**config.mk**
```make
export PLATFORM = sky130hd
export DESIGN_NAME = dss_cell
export DESIGN_NICKNAME = d
export VERILOG_FILES = /design/src/hw/rtl/assert_macros.svh /design/src/hw/rtl/dss_pkg.sv /design/src/hw/rtl/dss_cell.sv
export SDC_FILE = /design/constraint.sdc
export NUM_CORES = 1
export LEC_CHECK = 0
export BUFFER_PORTS_ARGS = -buffer_cell sky130_fd_sc_hd__buf_4
export CAP_MARGIN = 20
export CORE_UTILIZATION = 40
export CTS_BUF_LIST = sky130_fd_sc_hd__clkbuf_16
export CTS_CLUSTER_SIZE = 40
export DETAILED_ROUTE_END_ITERATION = 7
export GPL_TIMING_DRIVEN = 0
export HOLD_SLACK_MARGIN = 0.08
export PLACE_DENSITY = 0.75
export SYNTH_ARGS = -nofsm -noshare
export SYNTH_HDL_FRONTEND = slang
export SYNTH_SLANG_ARGS = --single-unit
```
**constraint.sdc**
```tcl
create_clock -name clk -period 3.34 [get_ports clk]
set_input_delay 0.835 -clock clk [delete_from_list [all_inputs] [get_ports clk]]
set_output_delay 0.835 -clock clk [all_outputs]
set_load 0.02 [all_outputs]
```
**src/hw/rtl/assert_macros.svh**
```systemverilog
// Assertion helpers shared by the RTL. Each use names the label, the
// condition or the pair of conditions, and the message. The module that
// uses them provides clk and rst_n.
`ifndef ASSERT_MACROS_SVH
`define ASSERT_MACROS_SVH

// The condition holds at every clock edge outside reset.
`define ASSERT_ALWAYS(label, expr, msg) \
    label: assert property (@(posedge clk) disable iff (!rst_n) (expr)) \
        else $error(msg);

// When the first condition holds, the second holds at the same edge.
`define ASSERT_IMPLIES(label, ante, cons, msg) \
    label: assert property (@(posedge clk) disable iff (!rst_n) (ante) |-> (cons)) \
        else $error(msg);

// When the first condition holds, the second holds at the next edge.
`define ASSERT_NEXT(label, ante, cons, msg) \
    label: assert property (@(posedge clk) disable iff (!rst_n) (ante) |=> (cons)) \
        else $error(msg);

`endif

```
**src/hw/rtl/dss_pkg.sv**
```systemverilog
`default_nettype none

package dss_pkg;

    localparam int DSS_BYTE_W = 8;
    localparam int LEN_W      = 4;
    localparam int CFG_IDX_W  = 4;
    localparam int CFG_DATA_W = 64;

    // Configuration register indexes.
    localparam logic [CFG_IDX_W-1:0] CFG_DELIM_BYTES  = 4'd0;
    localparam logic [CFG_IDX_W-1:0] CFG_DELIM_LENGTH = 4'd1;

    // Result kinds.
    localparam logic KIND_DATA = 1'b0;
    localparam logic KIND_END  = 1'b1;

    // Commands broadcast to every window cell.
    typedef struct packed {
        logic append;
        logic shift;
        logic clear;
    } dss_ctrl_t;

    // One result item.
    typedef struct packed {
        logic                  result_kind;
        logic [DSS_BYTE_W-1:0] piece_byte;
        logic                  list_done;
    } dss_res_t;

endpackage

`default_nettype wire

```
**src/hw/rtl/dss_cell.sv**
```systemverilog
`default_nettype none

// One byte of the match window. It can take the incoming byte, compare
// against its delimiter byte, and take the byte of its right neighbor on a shift.
module dss_cell (
    input  wire logic                           clk,
    input  wire logic                           rst_n,
    input  wire dss_pkg::dss_ctrl_t             ctrl,
    input  wire logic                           sel,
    input  wire logic [dss_pkg::DSS_BYTE_W-1:0] in_byte,
    input  wire logic [dss_pkg::DSS_BYTE_W-1:0] delim_byte,
    input  wire logic                           in_use,
    input  wire logic [dss_pkg::DSS_BYTE_W-1:0] right_byte,
    output logic      [dss_pkg::DSS_BYTE_W-1:0] cur_byte,
    output logic                                match_ok
);
    import dss_pkg::*;

    logic [DSS_BYTE_W-1:0] byte_reg;
    logic [DSS_BYTE_W-1:0] byte_next;

    // Value after the incoming byte has been written, seen by the compare
    // and by the left neighbor.
    assign cur_byte = (ctrl.append && sel) ? in_byte : byte_reg;
    assign match_ok = !in_use || (cur_byte == delim_byte);

    always_comb
    begin
        if (ctrl.clear)
        begin
            byte_next = '0;
        end
        else if (ctrl.shift)
        begin
            byte_next = right_byte;
        end
        else
        begin
            byte_next = cur_byte;
        end
    end

    always_ff @(posedge clk or negedge rst_n)
    begin
        if (!rst_n)
        begin
            byte_reg <= '0;
        end
        else
        begin
            byte_reg <= byte_next;
        end
    end

endmodule

`default_nettype wire

```
# Word level (Yosys, flattened, before mapping)
# Index checks and enable logic that the tools add are counted.
# word_totals
register_bits	8
out_inout_bits	9
elab_cells	8
inputBits	31
# op_classes
eq_ne	1
muxes	3
reduce_logical	3
# ops
cell	count
2-to-1 mux 8 bit	3
equality test 8 bit	1
logical AND 1 bit	1
logical NOT 1 bit	1
logical OR 1 bit	1

# Depth between registers and ports, before layout
# depth
ltp_word	4
ltp_mapped	6
ltp_nobuf	5

# Worst setup path before layout
# OpenSTA, ideal clock, no wires.
# synth_timing
path_kind	input to output
from	input port ctrl[2] in the netlist's numbering
to	output port match_ok
path_buffers	1
slack_ps	738
arrival_time_ps	1767
cell_stages	6
required_time_ps	2505
cell_sequence	nand2_2 > buf_6 > o21ai_0 > a2111oi_1 > a41oi_1 > o21ai_1
# synth_between
elab_chain_len	4
# synth_rtl
item	line_no	source
start: declaration	dss_cell.sv:8	input wire dss_pkg::dss_ctrl_t ctrl,
logical AND 1 bit	dss_cell.sv:24	assign cur_byte = (ctrl.append && sel) ? in_byte : byte_reg;
2-to-1 mux 8 bit	dss_cell.sv:24	
equality test 8 bit	dss_cell.sv:25	assign match_ok = !in_use || (cur_byte == delim_byte);
logical OR 1 bit	dss_cell.sv:25	
end: declaration	dss_cell.sv:15	output logic match_ok
# No other way between the ends.

# Worst setup path after layout
# Ends and elaborated chain as after synthesis.

==> reports/qor.csv <==
metric,value,unit
Row Count,13,
clk slew on worst S/H paths,40,ps
clk sinks,8,
Layout area overhead,61.8,%
clk_skew,0,ps
Syn. warnings,0,
post-synth cell types,23,
worst r2r dst,byte_reg[5],
layout cells sized above 1,0.455,
Max Buffers Root-to-Sink,2,
# port buffers,39,
GRT met1 Usage,0.284,
Pins Over Slew Limit,0,
setup ws final,488,ps
hold buffers post-CTS,0,
static leakage,0.541,nW
DRC,0,
Setup Total Neg Slack,0,ps
hpwl dp,1.39,mm
Cell Int Power,0.000319,W
fmax,351,MHz
met3 Use GR,0.0217,
syn nets,99,
Comb pwr share,0.270,
crit path launch,ctrl[2],
DP Worst Slack,504,ps
post-synthesis cell count,68,
Antenna Diode Count,0,
relative slew slack,0.755,
min Tclk post-route,2850,ps
WL final,1.69,mm
final antenna-violating net count,0,
synthesized area per cell,9.20,um2
global-route wire length before repair,2.88,mm
Die Wd,41.5,um
synthesized cell area,626,um2
Post-CTS Repair Setup Buffers,0,
CTS buffer count,3,
IO Count,40,
Max Cap Viol,0,
Critical Path Source Type,input port,
initial antenna violation count,0,
switching share of power,0.240,
"Cell Area, Placed",937,um2
max reg flops,8,
nets,143,
reg2reg setup slack,2290,ps
RSZ-0062 raised after global routing,false,
Worst R2R Start,byte_reg[5],
met2 Use GR,0.353,
"most common cell after layout, fill and taps aside",buf_4,
"Hold Vio Cnt, Final",0,
status,finished clean,
Worst Path Max Fanout,10,
die height,41.5,um
ranking of synthesized cells by area,"dfrtp_1 (32%), mux2_2 (11%), xnor2_1 (9.8%)",
worst skew pair latency,230,ps
worst hold path class,input port to asynchronous set/reset pin,
via count,631,
drt first pass iters,4,
critical path endpoint category,primary output,
post-route cell area,0.00101,mm2
post-CTS resize count,0,
reg2reg path depth,4,
routability congestion estimate,0.730,
H-tree lvl count,1,
Seq pwr share,0.257,
Psw,0.000101,W
"area leader, netlist",dfrtp_1,
DR WL/cell,13.6,um
register area share after synthesis,0.320,
Pwr per Cell Area,415,mW/mm2
Clk Tree Root Cell,clkbuf_16,
CTS tree,done,
vias in the first global route,658,
Synth top area share,0.320,
pin count of the biggest net entering global routing,11,
Clock power frac,0.473,
Starting Density,0.452,
fin crit share,0.854,
CP Data Arrival Time,2020,ps
gr busiest metal,met2,
WP data required,2500,ps
DR vias/cell,5.05,
"commonest cells after routing, fill and taps aside","buf_4 (39), dfrtp_1 (8), xnor2_1 (7)",
die area,0.00173,mm2
Tot GR Track Use,0.210,
Setup CP Type,input port to primary output,
core region area,0.00138,mm2
total global routing overflow,0,
Least-Margin Pin Slew,367,ps
DRT iter0 DRCs,8,
VDD IR max,0.277,mV
post-synthesis register bit count,8,
Setup Viol. Count Final,0,
-- stage by stage --
step           power, W  utilization  std cells  hold WS (ps)
2_1_floorplan  0.000165            -         68           539
3_3_place_gp   0.000219        0.678        122           651
3_5_place_dp   0.000222        0.678        122           656
4_1_cts        0.000421        0.732        125           416
5_1_grt        0.000438        0.732        125           419
6_report       0.000420        0.732        125           412
-- worst max-delay path by stage --
stage                    end  cells past startpoint
detailed placement  match_ok                      8
global route        match_ok                      8
CTS                 match_ok                      8
floorplan           match_ok                      6
finish              match_ok                      8
global placement    match_ok                      8
-- layout make-up --
class | count | area, um2
Multi-Input combinational cell | 52 | 388
Fill cell | 103 | 370
Tap cell | 15 | 18.8
Clock buffer | 3 | 75.1
Inverter | 6 | 22.5
Buffer | 2 | 15.0
Sequential cell | 8 | 200
Timing Repair Buffer | 39 | 293
-- worst max-delay path: stages --
cell     delay, ps
buf_4          110
nand2_2         80
buf_6          150
mux2i_1        320
a22oi_1        160
o21ai_1        120
o21ai_1         80
buf_4          150
-- cell usage after synthesis --
master	instances
o21ai_0	1
nor2_1	5
mux2_2	6
o211a_1	4
a222oi_1	1
mux2i_1	2
a2111oi_1	1
xor2_1	4
a221oi_1	1
a21oi_1	4
inv_1	6
o21ai_1	2
clkbuf_1	1
xnor2_1	7
dfrtp_1	8
nand3_1	1
a22oi_1	1
nor3_1	1
buf_6	1
a41oi_1	1
nand2_1	3
nand2_2	1
nand2b_1	6
-- power by group through the flow --
stage | sequential [W] | clock (W) | combinational (W)
5_1_grt | 0.000109 | 0.000206 | 0.000123
3_5_place_dp | 0.000109 | 0 | 0.000112
6_report | 0.000108 | 0.000198 | 0.000113
2_1_floorplan | 0.000108 | 0 | 0.0000567
3_3_place_gp | 0.000109 | 0 | 0.000111
4_1_cts | 0.000108 | 0.000199 | 0.000114
-- kinds of logic after synthesis --
group           count (synthesis)  share of synthesized area
mux                             8                      0.140
xor+xnor                       11                      0.154
flops                           8                      0.320
simple gates                   17                      0.134
compound gates                 16                      0.192
buf+inv                         8                     0.0600
-- layer usage --
layer / part of all wire / vias to the layer above
met1: 0.46 / 282
met2: 0.49 / 24
met5: 0 / -
li1: - / 323
met3: 0.047 / 2
met4: 0.0083 / 0
No activity file was read; power rests on OpenSTA's default activity.
