<file path="src/hw/rtl/assert_macros.svh">
// Assertion helpers shared by the RTL. Each use names the label, the
// condition or the pair of conditions, and the message. The module that
// uses them provides clk and rst_n.
`ifndef ASSERT_MACROS_SVH
`define ASSERT_MACROS_SVH

// The condition holds at every clock edge outside reset.
`define ASSERT_ALWAYS(label, expr, msg) \
    label: assert property (@(posedge clk) disable iff (!rst_n) (expr)) \
        else $error(msg);

// When the first condition holds, the second holds at the same edge.
`define ASSERT_IMPLIES(label, ante, cons, msg) \
    label: assert property (@(posedge clk) disable iff (!rst_n) (ante) |-> (cons)) \
        else $error(msg);

// When the first condition holds, the second holds at the next edge.
`define ASSERT_NEXT(label, ante, cons, msg) \
    label: assert property (@(posedge clk) disable iff (!rst_n) (ante) |=> (cons)) \
        else $error(msg);

`endif

</file>
<file path="src/hw/rtl/dss_pkg.sv">
`default_nettype none

package dss_pkg;

    localparam int DSS_BYTE_W = 8;
    localparam int LEN_W      = 4;
    localparam int CFG_IDX_W  = 4;
    localparam int CFG_DATA_W = 64;

    // Configuration register indexes.
    localparam logic [CFG_IDX_W-1:0] CFG_DELIM_BYTES  = 4'd0;
    localparam logic [CFG_IDX_W-1:0] CFG_DELIM_LENGTH = 4'd1;

    // Result kinds.
    localparam logic KIND_DATA = 1'b0;
    localparam logic KIND_END  = 1'b1;

    // Commands broadcast to every window cell.
    typedef struct packed {
        logic append;
        logic shift;
        logic clear;
    } dss_ctrl_t;

    // One result item.
    typedef struct packed {
        logic                  result_kind;
        logic [DSS_BYTE_W-1:0] piece_byte;
        logic                  list_done;
    } dss_res_t;

endpackage

`default_nettype wire

</file>
<file path="src/hw/rtl/dss_ifs.sv">
`default_nettype none


// Result output channel.
interface dss_out_if;
    logic       valid;
    logic       ready;
    logic       result_kind;
    logic [7:0] piece_byte;
    logic       list_done;

    modport source (output valid, output result_kind, output piece_byte,
                    output list_done, input ready);
    modport sink   (input valid, input result_kind, input piece_byte,
                    input list_done, output ready);
endinterface

`default_nettype wire

</file>
<file path="src/hw/rtl/dss_outq.sv">
`default_nettype none

// Two-entry result queue; its fill level alone decides whether a new
// result can be taken, so the input side never waits on the output ready.
module dss_outq (
    input  wire logic              clk,
    input  wire logic              rst_n,
    input  wire logic              push,
    input  wire dss_pkg::dss_res_t push_item,
    output logic                   full,
    dss_out_if.source              res_out
);
    import dss_pkg::*;

    localparam int QDEPTH = 2;

    dss_res_t   slot_reg [QDEPTH];
    logic       wr_ptr_reg;
    logic       wr_ptr_next;
    logic       rd_ptr_reg;
    logic       rd_ptr_next;
    logic [1:0] count_reg;
    logic [1:0] count_next;
    logic       pop;
    dss_res_t   head;

    assign head                = slot_reg[rd_ptr_reg];
    assign res_out.valid       = (count_reg != 2'd0);
    assign res_out.result_kind = head.result_kind;
    assign res_out.piece_byte  = head.piece_byte;
    assign res_out.list_done   = head.list_done;
    assign full                = (count_reg == 2'(QDEPTH));
    assign pop                 = res_out.valid && res_out.ready;

    always_comb
    begin
        wr_ptr_next = push ? ~wr_ptr_reg : wr_ptr_reg;
        rd_ptr_next = pop ? ~rd_ptr_reg : rd_ptr_reg;
        count_next  = count_reg + {1'b0, push} - {1'b0, pop};
    end

    always_ff @(posedge clk or negedge rst_n)
    begin
        if (!rst_n)
        begin
            wr_ptr_reg <= 1'b0;
            rd_ptr_reg <= 1'b0;
            count_reg  <= 2'd0;
        end
        else
        begin
            wr_ptr_reg <= wr_ptr_next;
            rd_ptr_reg <= rd_ptr_next;
            count_reg  <= count_next;
        end
    end

    always_ff @(posedge clk)
    begin
        if (push)
        begin
            slot_reg[wr_ptr_reg] <= push_item;
        end
    end

endmodule

`default_nettype wire
</file>
<file path="src/flat_wrapper.sv">
// flat-port wrapper written by rule: the top's interface ports become plain ports
module dss_outq_flat import dss_pkg::*;
  (clk, rst_n, push, push_item, full, res_out_valid, res_out_result_kind, res_out_piece_byte, res_out_list_done, res_out_ready);
  dss_out_if res_out_i ();
  input  wire logic clk;
  input  wire logic rst_n;
  input  wire logic push;
  input  wire dss_pkg::dss_res_t push_item;
  output logic full;
  output wire logic [$bits(res_out_i.valid)-1:0] res_out_valid;
  output wire logic [$bits(res_out_i.result_kind)-1:0] res_out_result_kind;
  output wire logic [$bits(res_out_i.piece_byte)-1:0] res_out_piece_byte;
  output wire logic [$bits(res_out_i.list_done)-1:0] res_out_list_done;
  input wire logic [$bits(res_out_i.ready)-1:0] res_out_ready;
  assign res_out_valid = res_out_i.valid;
  assign res_out_result_kind = res_out_i.result_kind;
  assign res_out_piece_byte = res_out_i.piece_byte;
  assign res_out_list_done = res_out_i.list_done;
  assign res_out_i.ready = res_out_ready;
  dss_outq u_core (.clk(clk), .rst_n(rst_n), .push(push), .push_item(push_item), .full(full), .res_out(res_out_i));
endmodule
</file>
<file path="config.mk">
export PLATFORM = sky130hd
export DESIGN_NAME = dss_outq_flat
export DESIGN_NICKNAME = d
export VERILOG_FILES = /design/src/hw/rtl/assert_macros.svh /design/src/hw/rtl/dss_pkg.sv /design/src/hw/rtl/dss_ifs.sv /design/src/hw/rtl/dss_outq.sv /design/src/flat_wrapper.sv
export SDC_FILE = /design/constraint.sdc
export NUM_CORES = 1
export LEC_CHECK = 0
export ABC_AREA = 1
export BUFFER_PORTS_ARGS = -buffer_cell sky130_fd_sc_hd__buf_2
export CORE_MARGIN = 2
export CORE_UTILIZATION = 35
export CTS_BUF_LIST = sky130_fd_sc_hd__clkbuf_16
export DETAILED_ROUTE_END_ITERATION = 10
export GPL_ROUTABILITY_DRIVEN = 0
export PLACE_DENSITY = 0.67
export SYNTH_ARGS = -nofsm -noshare
export SYNTH_HDL_FRONTEND = slang
export SYNTH_SLANG_ARGS = --single-unit
</file>
<file path="constraint.sdc">
create_clock -name clk -period 1.7 [get_ports clk]
set_clock_uncertainty 0.2 [all_clocks]
set_input_delay 0.51 -clock clk [delete_from_list [all_inputs] [get_ports clk]]
set_output_delay 0.51 -clock clk [all_outputs]
set_load 0.03 [all_outputs]
</file>
# Word level (Yosys, flattened, before mapping)
# Memories as Yosys holds them, arrays and structs flattened.
# Cells that the tools add are included.
# totals
mem_bits_rw,20
mem_count,1
out_inout_bits,12
regBits,4
word_cells,13
# memory_table
memory,depth,width,read_ports,rd_ports_with_merged_regs,wr,line,source
u_core.slot_reg,2,10,1,0,1,dss_outq.sv:17,dss_res_t slot_reg [QDEPTH];
# classes
eq_ne,1
addsub,2
bitwise,2
n_mux,2
n_reduce_logical,2
# ops
operator,count
2-bit by 1-bit adder with 2-bit output,1
"2-bit == test, second input constant",1
1-bit two-way mux,2
1-bit inverter,2
2-bit nonzero test,1
2-bit by 1-bit subtractor with 2-bit output,1
1-bit logical AND,1

# Longest topological paths before layout
# logic_depth
word_depth,3
ltp_mapped,10
mapped_depth_nobuf,10

# Least setup slack after synthesis
# No wires, ideal clock.
# synth_timing
path_type,reg-to-reg
start,register u_core.count_reg[1]
end,register u_core.count_reg[1]
setup_slack_ns,0.074
n_path_buf,0
stages_incl_launch_ff,11
t_required_ns,1.384
setup_time_ns,0.116
arrival_ns,1.310
path_cell_list,dfrtp_1 -> inv_1 -> nand2_2 -> nand2_1 -> inv_1 -> ha_1 -> inv_1 -> ha_1 -> inv_1 -> nand2_1 -> nand2_1
# synth_between
elab_chain_len,3
word_cells_on_any_way,4
classes_between,add/sub: 2; reduce/logical: 2
# synth_lines
element,line,source
"start, declared",dss_outq.sv:22,logic [1:0] count_reg;
"start signal, assigned",dss_outq.sv:54,count_reg <= count_next;
2-bit nonzero test,dss_outq.sv:28,assign res_out.valid = (count_reg != 2'd0);
net res_out_valid,flat_wrapper.sv:10,output wire logic [$bits(res_out_i.valid)-1:0] res_out_valid;
1-bit logical AND,dss_outq.sv:33,assign pop = res_out.valid && res_out.ready;
net u_core.pop,dss_outq.sv:24,logic pop;
2-bit by 1-bit subtractor with 2-bit output,dss_outq.sv:39,"count_next = count_reg + {1'b0, push} - {1'b0, pop};"
net u_core.count_next[1],dss_outq.sv:23,logic [1:0] count_next;
# The timed path passes the listed nets, and every way through them passes these cells.
# A chain may end at the register's enable or synchronous reset.

# Final worst setup path
# layout_timing
start,register u_core.rd_ptr_reg
end,output res_out_result_kind
# layout_between
elab_chain_len,1
# layout_lines
element,line,source
"start, declared",dss_outq.sv:20,logic rd_ptr_reg;
"start signal, assigned",dss_outq.sv:53,rd_ptr_reg <= rd_ptr_next;
memory read 2 x 10 bit,--,
"end, declared",flat_wrapper.sv:11,output wire logic [$bits(res_out_i.result_kind)-1:0] res_out_result_kind;
# No other way between the ends.

==> impl_results.md <==
- Layout cells sized above 1: 0.348
- Tightest Pin Transition: 397 ps
- Detail Placement HPWL: 1.14 mm
- Cell depth of the worst flop-to-flop path: 10
- CTS buffer count: 3
- Arrival @ worst endpoint: 1120 ps
- Ys Warns: 0
- Power per cell area: roughly 1900 nW/um^2
- Worst Hold Class: in -> reg
- Final wirelength: 1.62 mm
- Setup WS post-layout: -126 ps
- All-layer global routing usage: 0.115
- 1st-iter DRT viols: 7
- CTS tree: built
- GRT overflow: 0
- Length of the first detailed-routing pass in iterations: 5
- Wire per inst: about 11 um
- Post-Synthesis Cell Area: 957 um^2
- Synth Area in Adders: 0.0261
- Largest net degree at the start of global routing: 14
- Full die area: 3170 um^2
- Std cell rows: 18
- Starting Density: 0.376
- IO Pins: 26
- Largest family of logic cells by synthesized area: simple AND/OR/NAND/NOR gates
- Synth cell types: 12
- Peak VDD IR: between 0.001 and 0.0015 V
- Die width: 56.3 um
- Worst setup SP type: flop
- Most common cell after layout, fill and taps aside: nand2_1
- Critical path required time: 990 ps
- Vias: 644
- Initial antenna violation count: 0
- # diodes: 0
- First-pass GRT wire length: approximately 2.7 mm
- Violated checks: setup timing
- Post-synthesis compound-gate area fraction: 0
- Crit end category: output pin
- Post-Syn Nets: roughly 100
- Leak: 0.604 nW
- RSZ-0062 raised after global routing: true
- Clock transition at path regs: about 60 ps
- Vias in the first global route: 642
- Post-Synth Simple-Gate Area: 0.178
- Post-route antenna net violation count: 0
- Final Slew Violations: 0
- Core Box Area: approximately 2500 um^2
- Die H: 56.3 um
- Via density: 4.44
- Fin. Hold Viols: 0
- CP Max Fanout: 6
- Hold slack final: around 250 ps
- Post-synthesis cell count: 82
- Clk sinks: 24
- Path type of the worst setup path: reg -> out
- Tmin final: between 1500 and 2000 ps
- Synthesis-to-finish area growth: 33.3%
- Worst r2r dst: u_core.count_reg[1]$_DFF_PN0_
- Setup slack, reg-to-reg: ~110 ps
- Residual DRC: 0
- Period Utilization, post-route: 1.07
- Post-layout nets: 132
- XOR/XNOR share of the synthesized area: 0.00915
- Worst Setup SP: u_core.rd_ptr_reg$_DFFE_PN0P_
- Largest register FFs: 20
- Sequential fraction of the synthesis area: 0.732
- Worst-skew pair later-pin latency: 250 ps
- # Max-Cap Violations: 0
- Clock Root Buffer: clkbuf_16
- Status: finished with violations
- Synthesized flop and latch total: 24
- Worst slew margin: 0.735
- CP endpoint: res_out_result_kind
- R2R Path Start: u_core.count_reg[1]$_DFF_PN0_
- I/O Buffers: 25
- CTS Buffer Depth: 2
- Syn_area_per_cell: between 10 and 15 um^2
- Max Clk Rate: 548 MHz
- Most frequent cells in the layout: 38 x nand2_1, 20 x edfxtp_1, 16 x buf_4
- Endpoints failing setup: 10
- CTS H-tree lvls: 1
- Multiplexer share of the synthesized area: 0
- Fin Setup TNS: -1160 ps
-- area by class of cell --
cell class                      count  area [um^2]
Inverter                            9         36.3
Clock inverter                      1         3.75
Tap cell                           30         37.5
Timing Repair Buffer               31          206
Multi-Input combinational cell     47          216
Clock buffer                        3         75.1
Sequential cell                    24          701
Fill cell                         241         1270
-- worst min-delay path by stage --
stage                  from                         endpoint  slack (ps)  cells after the start
2_1_floorplan         rst_n    u_core.count_reg[0]$_DFF_PN0_          10                      0
5_1_grt        push_item[7]  u_core.slot_reg[0][7]$_DFFE_PP_         240                      1
3_3_place_gp          rst_n    u_core.wr_ptr_reg$_DFFE_PN0P_         120                      1
4_1_cts        push_item[9]  u_core.slot_reg[1][9]$_DFFE_PP_         240                      1
3_5_place_dp          rst_n    u_core.wr_ptr_reg$_DFFE_PN0P_         120                      1
6_report       push_item[2]  u_core.slot_reg[0][2]$_DFFE_PP_         250                      1
-- timing repair --
item | 4_1_cts | 5_1_grt
endpoints found under the hold margin | 4 | 0
hold buffers | 1 | 0
buffers inserted | 1 | 1
resized for setup | 11 | 11
pin swaps | 0 | 1
setup endpoints to repair | 10 | 13
-- cells by family after synthesis --
| group | count (synthesis) |
|---|---|
| simple gates | 44 |
| buf+inv | 11 |
| flops | 24 |
| fa+ha+maj | 2 |
| xor+xnor | 1 |
-- layer usage --
layer / global-route usage / share of wire / vias to the layer above
met5: 0 / 0 / -
met2: 0.203 / 0.52 / 17
met4: 0.0680 / 0.033 / 0
li1: - / - / 326
met3: 0.0276 / 0.042 / 7
met1: 0.123 / 0.40 / 294
-- critical path: stages (launching register included) --
cell	delay, ps
dfrtp_1	420
buf_4	170
nand2_1	60
nand2_1	60
buf_4	160
-- power by group --
part / switching [mW] / internal, mW
combinational: 0.681 / 0.398
sequential: 0.0636 / 0.799
clock: 0.174 / 0.313
total: 0.919 / 1.51
-- cell usage after synthesis (all sizes together) --
master / number / share of area
ha: 2 / 0.026
xor2: 1 / 0.0092
edfxtp: 20 / 0.63
nand3: 2 / 0.010
buf: 2 / 0.020
nor2: 2 / 0.0078
inv: 9 / 0.035
nand2: 40 / 0.16
dfrtp: 4 / 0.10
-- per-stage QoR --
step	area [um^2]	instances	utilization	setup slack [ps]	power, mW
4_1_cts	1250	144	0.490	-143	2.39
5_1_grt	1280	145	0.501	-181	2.59
6_report	1280	145	0.501	-126	2.43
3_3_place_gp	1120	138	0.441	45.6	1.77
3_5_place_dp	1120	138	0.441	25.4	1.79
2_1_floorplan	957	82	-	74.0	1.53
Power figures use the tool's default switching activity.
